$ cat src/hw/rtl/pfrs_pkg.sv
// Package: payload types and status codes for the per-flow receive statistics block
`timescale 1ns / 1ps
package pfrs_pkg;

   localparam logic [1:0] STATUS_COUNTED = 2'd0;
   localparam logic [1:0] STATUS_IGNORED = 2'd1;
   localparam logic [1:0] STATUS_FULL    = 2'd2;

   typedef struct packed {
      logic        source_is_ipv4;
      logic [31:0] source_address;
      logic [15:0] payload_bytes;
      logic [15:0] app_bytes;
      logic [31:0] sequence_number;
      logic [47:0] send_time_ns;
      logic [47:0] arrival_time_ns;
   } req_type;

   typedef struct packed {
      logic [1:0]         status;
      logic [5:0]         flow_slot;
      logic               new_flow;
      logic [63:0]        flow_payload_total;
      logic [63:0]        flow_app_total;
      logic [63:0]        flow_packet_total;
      logic [63:0]        flow_lost_total;
      logic signed [63:0] flow_delay_total_ns;
      logic [63:0]        flow_jitter_total_ns;
   } rsp_type;

   // classified word handed from the front end to the back end
   typedef struct packed {
      logic [1:0]         status;
      logic               fresh;
      logic [11:0]        slot;
      logic [15:0]        payload_bytes;
      logic [15:0]        app_bytes;
      logic [31:0]        sequence_number;
      logic signed [48:0] delay;
   } job_type;

   typedef enum logic [1:0] {
      FE_IDLE,
      FE_SEARCH,
      FE_PUSH
   } fe_state_type;

   typedef enum logic [2:0] {
      BE_IDLE,
      BE_READ,
      BE_CALC,
      BE_SUM,
      BE_OUT
   } be_state_type;

endpackage

$ cat src/hw/rtl/pfrs_front.sv
// Front end: accepts packet words, searches the key table, allocates slots
`timescale 1ns / 1ps
module pfrs_front #(
   parameter int FLOW_SLOTS = 64,
   parameter int SLOT_BITS  = 6
) (
   input  logic                clock,
   input  logic                reset,
   input  logic                req_valid,
   output logic                req_ready,
   input  pfrs_pkg::req_type   req_data,
   output logic                job_valid,
   input  logic                job_ready,
   output pfrs_pkg::job_type   job_data
);

   localparam int CNT_BITS = SLOT_BITS + 1;

   pfrs_pkg::fe_state_type state_ff, state_in;
   pfrs_pkg::req_type      req_ff;
   logic [31:0]            key_mem [FLOW_SLOTS];
   logic [31:0]            key_rd_ff;
   logic [CNT_BITS-1:0]    alloc_ff;
   logic [CNT_BITS-1:0]    idx_ff, idx_in;
   logic                   rd_pend_ff;
   pfrs_pkg::job_type      job_ff, job_in;
   logic                   hit, exhausted, push_now;
   logic signed [48:0]     delay;

   assign delay = $signed({1'b0, req_ff.arrival_time_ns}) -
                  $signed({1'b0, req_ff.send_time_ns});
   // registered key read holds the slot just below the current index
   assign hit       = rd_pend_ff && (key_rd_ff == req_ff.source_address);
   assign exhausted = !hit && (idx_ff == alloc_ff);

   always_comb begin
      state_in = state_ff;
      case (state_ff)
         pfrs_pkg::FE_IDLE:
            if (req_valid) state_in = req_data.source_is_ipv4 ?
                                      pfrs_pkg::FE_SEARCH : pfrs_pkg::FE_PUSH;
         pfrs_pkg::FE_SEARCH:
            if (hit || exhausted) state_in = pfrs_pkg::FE_PUSH;
         pfrs_pkg::FE_PUSH:
            if (job_ready) state_in = pfrs_pkg::FE_IDLE;
         default: state_in = pfrs_pkg::FE_IDLE;
      endcase
   end

   always_comb begin
      req_ready = (state_ff == pfrs_pkg::FE_IDLE);
      job_valid = (state_ff == pfrs_pkg::FE_PUSH);
      push_now  = (state_ff == pfrs_pkg::FE_SEARCH) && (hit || exhausted);
      idx_in    = idx_ff;
      job_in    = job_ff;
      if (state_ff == pfrs_pkg::FE_IDLE) idx_in = '0;
      else if (state_ff == pfrs_pkg::FE_SEARCH && !push_now && idx_ff != alloc_ff)
         idx_in = idx_ff + CNT_BITS'(1);
      if (state_ff == pfrs_pkg::FE_IDLE) begin
         job_in = '0;
         job_in.status = pfrs_pkg::STATUS_IGNORED;
      end else if (push_now) begin
         job_in.payload_bytes   = req_ff.payload_bytes;
         job_in.app_bytes       = req_ff.app_bytes;
         job_in.sequence_number = req_ff.sequence_number;
         job_in.delay           = delay;
         if (hit) begin
            job_in.status = pfrs_pkg::STATUS_COUNTED;
            job_in.fresh  = 1'b0;
            job_in.slot   = 12'(idx_ff - CNT_BITS'(1));
         end else if (alloc_ff == CNT_BITS'(FLOW_SLOTS)) begin
            job_in.status = pfrs_pkg::STATUS_FULL;
         end else begin
            job_in.status = pfrs_pkg::STATUS_COUNTED;
            job_in.fresh  = 1'b1;
            job_in.slot   = 12'(alloc_ff);
         end
      end
   end

   assign job_data = job_ff;

   always_ff @(posedge clock) begin
      if (reset) begin
         state_ff   <= pfrs_pkg::FE_IDLE;
         alloc_ff   <= '0;
         rd_pend_ff <= 1'b0;
      end else begin
         state_ff   <= state_in;
         rd_pend_ff <= (state_ff == pfrs_pkg::FE_SEARCH) && !push_now &&
                       (idx_ff != alloc_ff);
         if (push_now && !hit && alloc_ff != CNT_BITS'(FLOW_SLOTS))
            alloc_ff <= alloc_ff + CNT_BITS'(1);
      end
   end

   always_ff @(posedge clock) begin
      idx_ff <= idx_in;
      job_ff <= job_in;
      if (req_valid && req_ready) req_ff <= req_data;
      if (state_ff == pfrs_pkg::FE_SEARCH && idx_ff != alloc_ff)
         key_rd_ff <= key_mem[idx_ff[SLOT_BITS-1:0]];
      if (push_now && !hit && alloc_ff != CNT_BITS'(FLOW_SLOTS))
         key_mem[alloc_ff[SLOT_BITS-1:0]] <= req_ff.source_address;
   end

endmodule

$ cat config.mk
export PLATFORM = sky130hd
export DESIGN_NAME = pfrs_front
export DESIGN_NICKNAME = d
export VERILOG_FILES = /design/src/hw/rtl/pfrs_pkg.sv /design/src/hw/rtl/pfrs_front.sv
export SDC_FILE = /design/constraint.sdc
export NUM_CORES = 2
export LEC_CHECK = 0
export BUFFER_PORTS_ARGS = -buffer_cell sky130_fd_sc_hd__buf_4
export CAP_MARGIN = 20
export CELL_PAD_IN_SITES_DETAIL_PLACEMENT = 0
export CELL_PAD_IN_SITES_GLOBAL_PLACEMENT = 1
export CORE_MARGIN = 3
export CORE_UTILIZATION = 45
export CTS_CLUSTER_DIAMETER = 80
export DETAILED_ROUTE_END_ITERATION = 10
export PLACE_DENSITY_LB_ADDON = 0.1
export SLEW_MARGIN = 20
export SYNTH_ARGS = -nofsm -noshare
export SYNTH_HDL_FRONTEND = slang
export SYNTH_SLANG_ARGS = --single-unit
$ cat constraint.sdc
create_clock -name clock -period 5.8 [get_ports clock]
set_input_delay 0.87 -clock clock [delete_from_list [all_inputs] [get_ports clock]]
set_output_delay 0.87 -clock clock [all_outputs]
set_load 0.02 [all_outputs]
== After elaboration in Yosys (flattened, before gate mapping) ==
Memory sizes are Yosys's and may differ from the RTL's. A register that Yosys moved wholly into a read port is not among the register bits.
Index checks and enable logic that the tools add are counted.
Word-level totals
  ROM bits: 0
  output and inout port bits: 130
  word-level logic and storage cells: 58
  latch bits: 0
  memories kept: 1
  flip-flop bits (word level): 337
  input port bits: 197
  bits in writable memories: 2048
Cells by class
  bitwise operators: 0
  add/subtract/negate cells: 4
  multiply operators: 0
  reduce and logical (&&, ||, !) cells: 15
  magnitude comparators: 0
  shift-type cells: 0
  div/mod/pow operators: 0
  equality and inequality tests: 11
  multiplexer cells: 10
Memories
  key_mem: words 64, bits a word 32, read ports 1, clocked after memory_dff 1, wr ports 1, line pfrs_front.sv:21  | logic [31:0] key_mem [FLOW_SLOTS];
Operators by type and width (count)
  $sub 48x48->49: 1
  $eq 32x32->1: 1
  $mux 15: 1
  $add 7x1->7 const B: 2
  $mux 13: 1
  $mux 2: 5
  $logic_and 1x1->1: 9
  $sub 7x1->8 const B: 1
  $eq 7x7->1: 1
  $eq 7x7->1 const B: 1
  $ne 7x7->1: 1
  $ne 7x7->1 const B: 1
  $pmux 2 s3: 1
  $ne 2x1->1 const B: 2
  $ne 2x2->1 const B: 2
  $reduce_and 3->1: 1
  $eq 2x1->1 const B: 1
  $eq 2x2->1 const B: 1
  $logic_not 1->1: 2
  $logic_not 2->1: 1
  $mux 1: 2
  $reduce_and 2->1: 1
  $logic_or 1x1->1: 1

== Longest topological paths before layout ==
  word-level depth: 10
  depth in mapped cells: 13
  mapped depth without buffers: 12

== Worst setup path after synthesis ==
No wires, ideal clock.
  path kind: reg-to-reg
  start: reg state_ff[1]
  end: reg req_ff[0] (netlist bit), enable pin
  clock period less this slack: 6.104 ns
  buffers on the path: 2
  slack: -0.304 ns
  data arrival time: 5.528 ns
  required time: 5.224 ns
  setup time: 0.576 ns
  stages on the path, launching flop included: 6
  cells stage by stage: dfxtp_1 > or2_2 > clkbuf_1 > inv_1 > clkbuf_1 > and2_1
Between the ends
  cells in the longest elaborated chain, start to end: 2
RTL lines
  start, declared: line pfrs_front.sv:19  | pfrs_pkg::fe_state_type state_ff, state_in;
  start signal, assigned: line pfrs_front.sv:85  | state_ff <= pfrs_pkg::FE_IDLE;
  start signal, assigned: line pfrs_front.sv:89  | state_ff <= state_in;
  $logic_not 2->1: line pfrs_front.sv:51  | req_ready = (state_ff == pfrs_pkg::FE_IDLE);
  $logic_and 1x1->1: line pfrs_front.sv:100  | if (req_valid && req_ready) req_ff <= req_data;
  end signal, assigned: line pfrs_front.sv:100
  end, declared: line pfrs_front.sv:20  | pfrs_pkg::req_type req_ff;
No other way between the ends.
A chain may end at the register's enable or synchronous reset.

== Worst setup path in the final report ==
  start: reg alloc_ff[3]
  end: mem key_mem[63][1], enable pin
Between the ends
  cells in the longest elaborated chain, start to end: 8
  elaborated cells between the ends (all ways): 9
  those cells by class: 2 x eq/ne; 2 x mux; 5 x reduce/logical
RTL lines
  start, declared: line pfrs_front.sv:23  | logic [CNT_BITS-1:0] alloc_ff;
  start signal, assigned: line pfrs_front.sv:93  | alloc_ff <= alloc_ff + CNT_BITS'(1);
  $eq 7x7->1: line pfrs_front.sv:34  | assign exhausted = !hit && (idx_ff == alloc_ff);
  $logic_and 1x1->1: line pfrs_front.sv:34
  $logic_or 1x1->1: line pfrs_front.sv:53  | push_now = (state_ff == pfrs_pkg::FE_SEARCH) && (hit || exhausted);
  $logic_and 1x1->1: line pfrs_front.sv:53
  $logic_and 1x1->1 (2 in a row): line pfrs_front.sv:103  | if (push_now && !hit && alloc_ff != CNT_BITS'(FLOW_SLOTS))
  $mux 1: line pfrs_front.sv:103
  $mux 1 (implied by the code): line pfrs_front.sv:104  | key_mem[alloc_ff[SLOT_BITS-1:0]] <= req_ff.source_address;
  end, declared: line pfrs_front.sv:21
Several ways; a longest one is shown, not always the timed one.

==> results by group <==
Status
  – Outcome: completed

Route
  – DRC viols: 0
  – First drt pass iteration count: 5
  – Via Count: 45476
  – Post-DR vias/cell: 5.85
  – Routed wire length: 252000 µm
  – DR iter-0 viols: 4945
  – WL/cell: 32.5 µm
  – Antenna-violating nets left: 0

Yosys
  – Simple-Gate Fraction of Synth Area: 0.0250
  – Top area cells in the synthesized netlist: edfxtp_1, mux4_2, dfxtp_1
  – Synth unique cells: 76
  – Largest family of logic cells by synthesized area: multiplexers
  – Post-synth EDFFs: 2272
  – Number of synthesized register bits: 2413
  – Mux share of post-synthesis cell area: 0.164
  – Synth top cells by count: edfxtp_1, mux4_2, nand2_1
  – Yosys top cell by area: edfxtp_1
  – Post-synthesis net count: 4615
  – Synth Area in XOR/XNOR: 0.00771
  – Post-synth top area share: 0.732
  – Asr flop ratio synth: 0
  – Synthesized netlist cell count: 4365
  – Synth Area in Adders: 0.00720
  – Synth Flop Type: edfxtp_1
  – Synth Area in Compound Gates: 0.0205
  – Synth Cell Area: 93200 µm²
  – Syn avg cell area: 21.3 µm²
  – Most common cell in the netlist: edfxtp_1
  – Synth warnings: 0
  – Seq/Total Area, Yosys: 0.763

Floorplan
  – Initial Utilization: 0.454
  – Die W: 461 µm
  – Row count: 166
  – Die area: 213000 µm²
  – Core Footprint: 205000 µm²
  – Die height: 461 µm
  – Boundary Pins: 327

Global route
  – Initial antenna violation count: 29
  – Routing usage on met1: 0.339
  – GRT busiest layer: met2
  – First-pass GRT wire length: 355000 µm
  – Grt ovf: 0
  – Total GRT Usage: 0.238
  – Largest net degree at the start of global routing: 133
  – GR Util met3: 0.0473
  – Vias in the first global route: 45463
  – Grt met2 use: 0.382

Setup path
  – Reg-to-reg startpoint: alloc_ff[3]
  – CP arrival: 5.25 ns
  – Worst R2R Setup Slack: 1.10 ns
  – WP data required: 6.35 ns
  – CP Class: flip-flop to flip-flop
  – Worst setup SP type: flip-flop
  – Crit path capture type: flip-flop
  – FF-to-FF path depth: 8
  – R2R Path End: key_mem[63][1]
  – Crit Path Max Fanout: 18

Timing
  – Fmax: 213 MHz
  – Fin crit period: 4.70 ns
  – Max Slew Vio Count: 0
  – Period Utilization, post-route: 0.810
  – Worst Max-Slew Pin Slew: 1.13 ns
  – Max transition margin: 0.243
  – Setup violators final: 0
  – Final worst slack: 1.10 ns
  – Final hold violations: 0
  – Total Neg Setup Slack: 0 ns
  – Clk_skew: 0.0455 ns
  – RSZ-0062 raised after global routing: false

Clock tree
  – CTS tree: built
  – Worst-skew pair later-pin latency: 0.91 ns
  – PostCTS Resize Cnt: 0
  – CTS Root Cell: clkbuf_16
  – CTS buffer count: 277
  – Clock sinks: 2413
  – CTS Hold Buffers Added: 0
  – Clock buffer depth: 4
  – Setup repair bufs after CTS: 0
  – Clk slew on worst S/H paths: 0.06 ns
  – H-tree depth: 5

Cells and area
  – Filler cells: 15961
  – Area grow syn2layout: 16.3%
  – Post-route cell area: 108000 µm²
  – Final Util: 0.528
  – Final net count: 5132
  – Share of post-route cells with drive strength above 1: 0.311

Flow run
  – Maxcap violations: 0

Place
  – IO Port Bufs: 326
  – Post-DP HPWL: 153000 µm
  – Pre-CTS setup slack: 1.15 ns
  – RePlAce Congestion: 0.867
  – DP Area: 99900 µm²

Pwr
  – PD cells: 340 nW/µm²
  – Pleak: 33.9 nW
  – Peak supply drop: 303 µV

Hold path
  – Worst Hold Launch: req_data[110]
  – Min-Delay Endpoint: req_ff[110]
  – Worst Hold Class: input pin to flip-flop
  – Hold depth: 1
## routing by layer
layer  vias to the layer above  wire length [µm]  part of all wire
met1                     24474            106000              0.42
li1                      19108                 -                 -
met3                       341             18000             0.071
met5                         -                57           0.00023
met4                         8              5230             0.021
met2                      1545            123000              0.49
## worst max-delay path by stage
stage / from / to / slack, ns
3_3_place_gp: idx_ff[3] / key_mem[23][23] / 1.22
2_1_floorplan: req_ff[187] / key_mem[59][0] / 1.62
3_5_place_dp: alloc_ff[3] / key_mem[63][7] / 1.15
6_report: alloc_ff[3] / key_mem[63][1] / 1.10
4_1_cts: alloc_ff[3] / key_mem[31][11] / 1.15
5_1_grt: alloc_ff[3] / key_mem[63][26] / 0.88
## stage by stage
| stage | power [mW] | hold WS (ns) | instances |
|---|---|---|---|
| floorplan | 20.4 | 0.471 | 4365 |
| global placement | 21.1 | 0.439 | 7277 |
| detailed placement | 21.1 | 0.444 | 7286 |
| CTS | 37.2 | 0.0810 | 7755 |
| global route | 38.0 | 0.0999 | 7763 |
| finish | 36.9 | 0.150 | 7775 |
## worst max-delay path: stages, from the launching register on
cell,delay (ns)
dfxtp_1,0.54
or3_1,0.70
nor3_1,0.16
nand2b_2,0.30
nor3_4,0.25
and2_0,0.32
nand3_1,0.80
nor2_4,0.81
buf_4,0.43
## final cells by class
type	instances	area, µm²	area share
diodes	15	37.5	0.000346
clock buffers	362	7500	0.0692
clock inverters	107	763	0.00704
inverters	70	265	0.00245
multi-input cells	1654	21400	0.197
flip-flops and latches	2413	71100	0.656
well taps	2688	3360	0.0310
repair buffers	466	4000	0.0369
## flip-flops by register name, indices dropped and copies added, names as in the netlist
name and cells:
alloc_ff 7, job_data 124, req_ff 192, key_mem 2048
rd_pend_ff 1, key_rd_ff 32, state_ff 2, idx_ff 7
## where the power goes
part | total, mW | switching [mW] | leakage (nW) | internal (mW)
combinational | 1.38 | 0.987 | 8.17 | 0.395
sequential | 19.3 | 0.0541 | 21.7 | 19.3
clock | 16.2 | 6.67 | 4.04 | 9.50
## placed cells by master, fill, tap and decap left out, types with 15 or more instances in the layout
master and count:
edfxtp_1 2272, mux4_2 672, buf_4 433, clkbuf_16 284, nand2_1 230, a21oi_1 164
dfxtp_1 135, nor2_1 94, inv_1 69, clkbuf_1 68, nor2_4 66, clkinv_1 59
ha_1 52, xor2_1 50, o21ai_0 48, xnor2_1 32, a21o_1 29, clkinv_2 28
nand3_1 24, nor3_1 21, buf_12 21, nand4_1 19, diode_2 15, nor4_1 15
## cells by family (layout without fill, tap and decap cells)
family,after synthesis,in the layout
multiplexers,682,682
buffers and inverters,298,1005
other,0,15
flip-flops,2413,2413
XOR/XNOR,82,82
adder cells (fa/ha/maj),53,53
AND/OR/NAND/NOR,525,525
AO/OA/AOI/OAI,312,312
No activity file was read; power rests on OpenSTA's default activity.
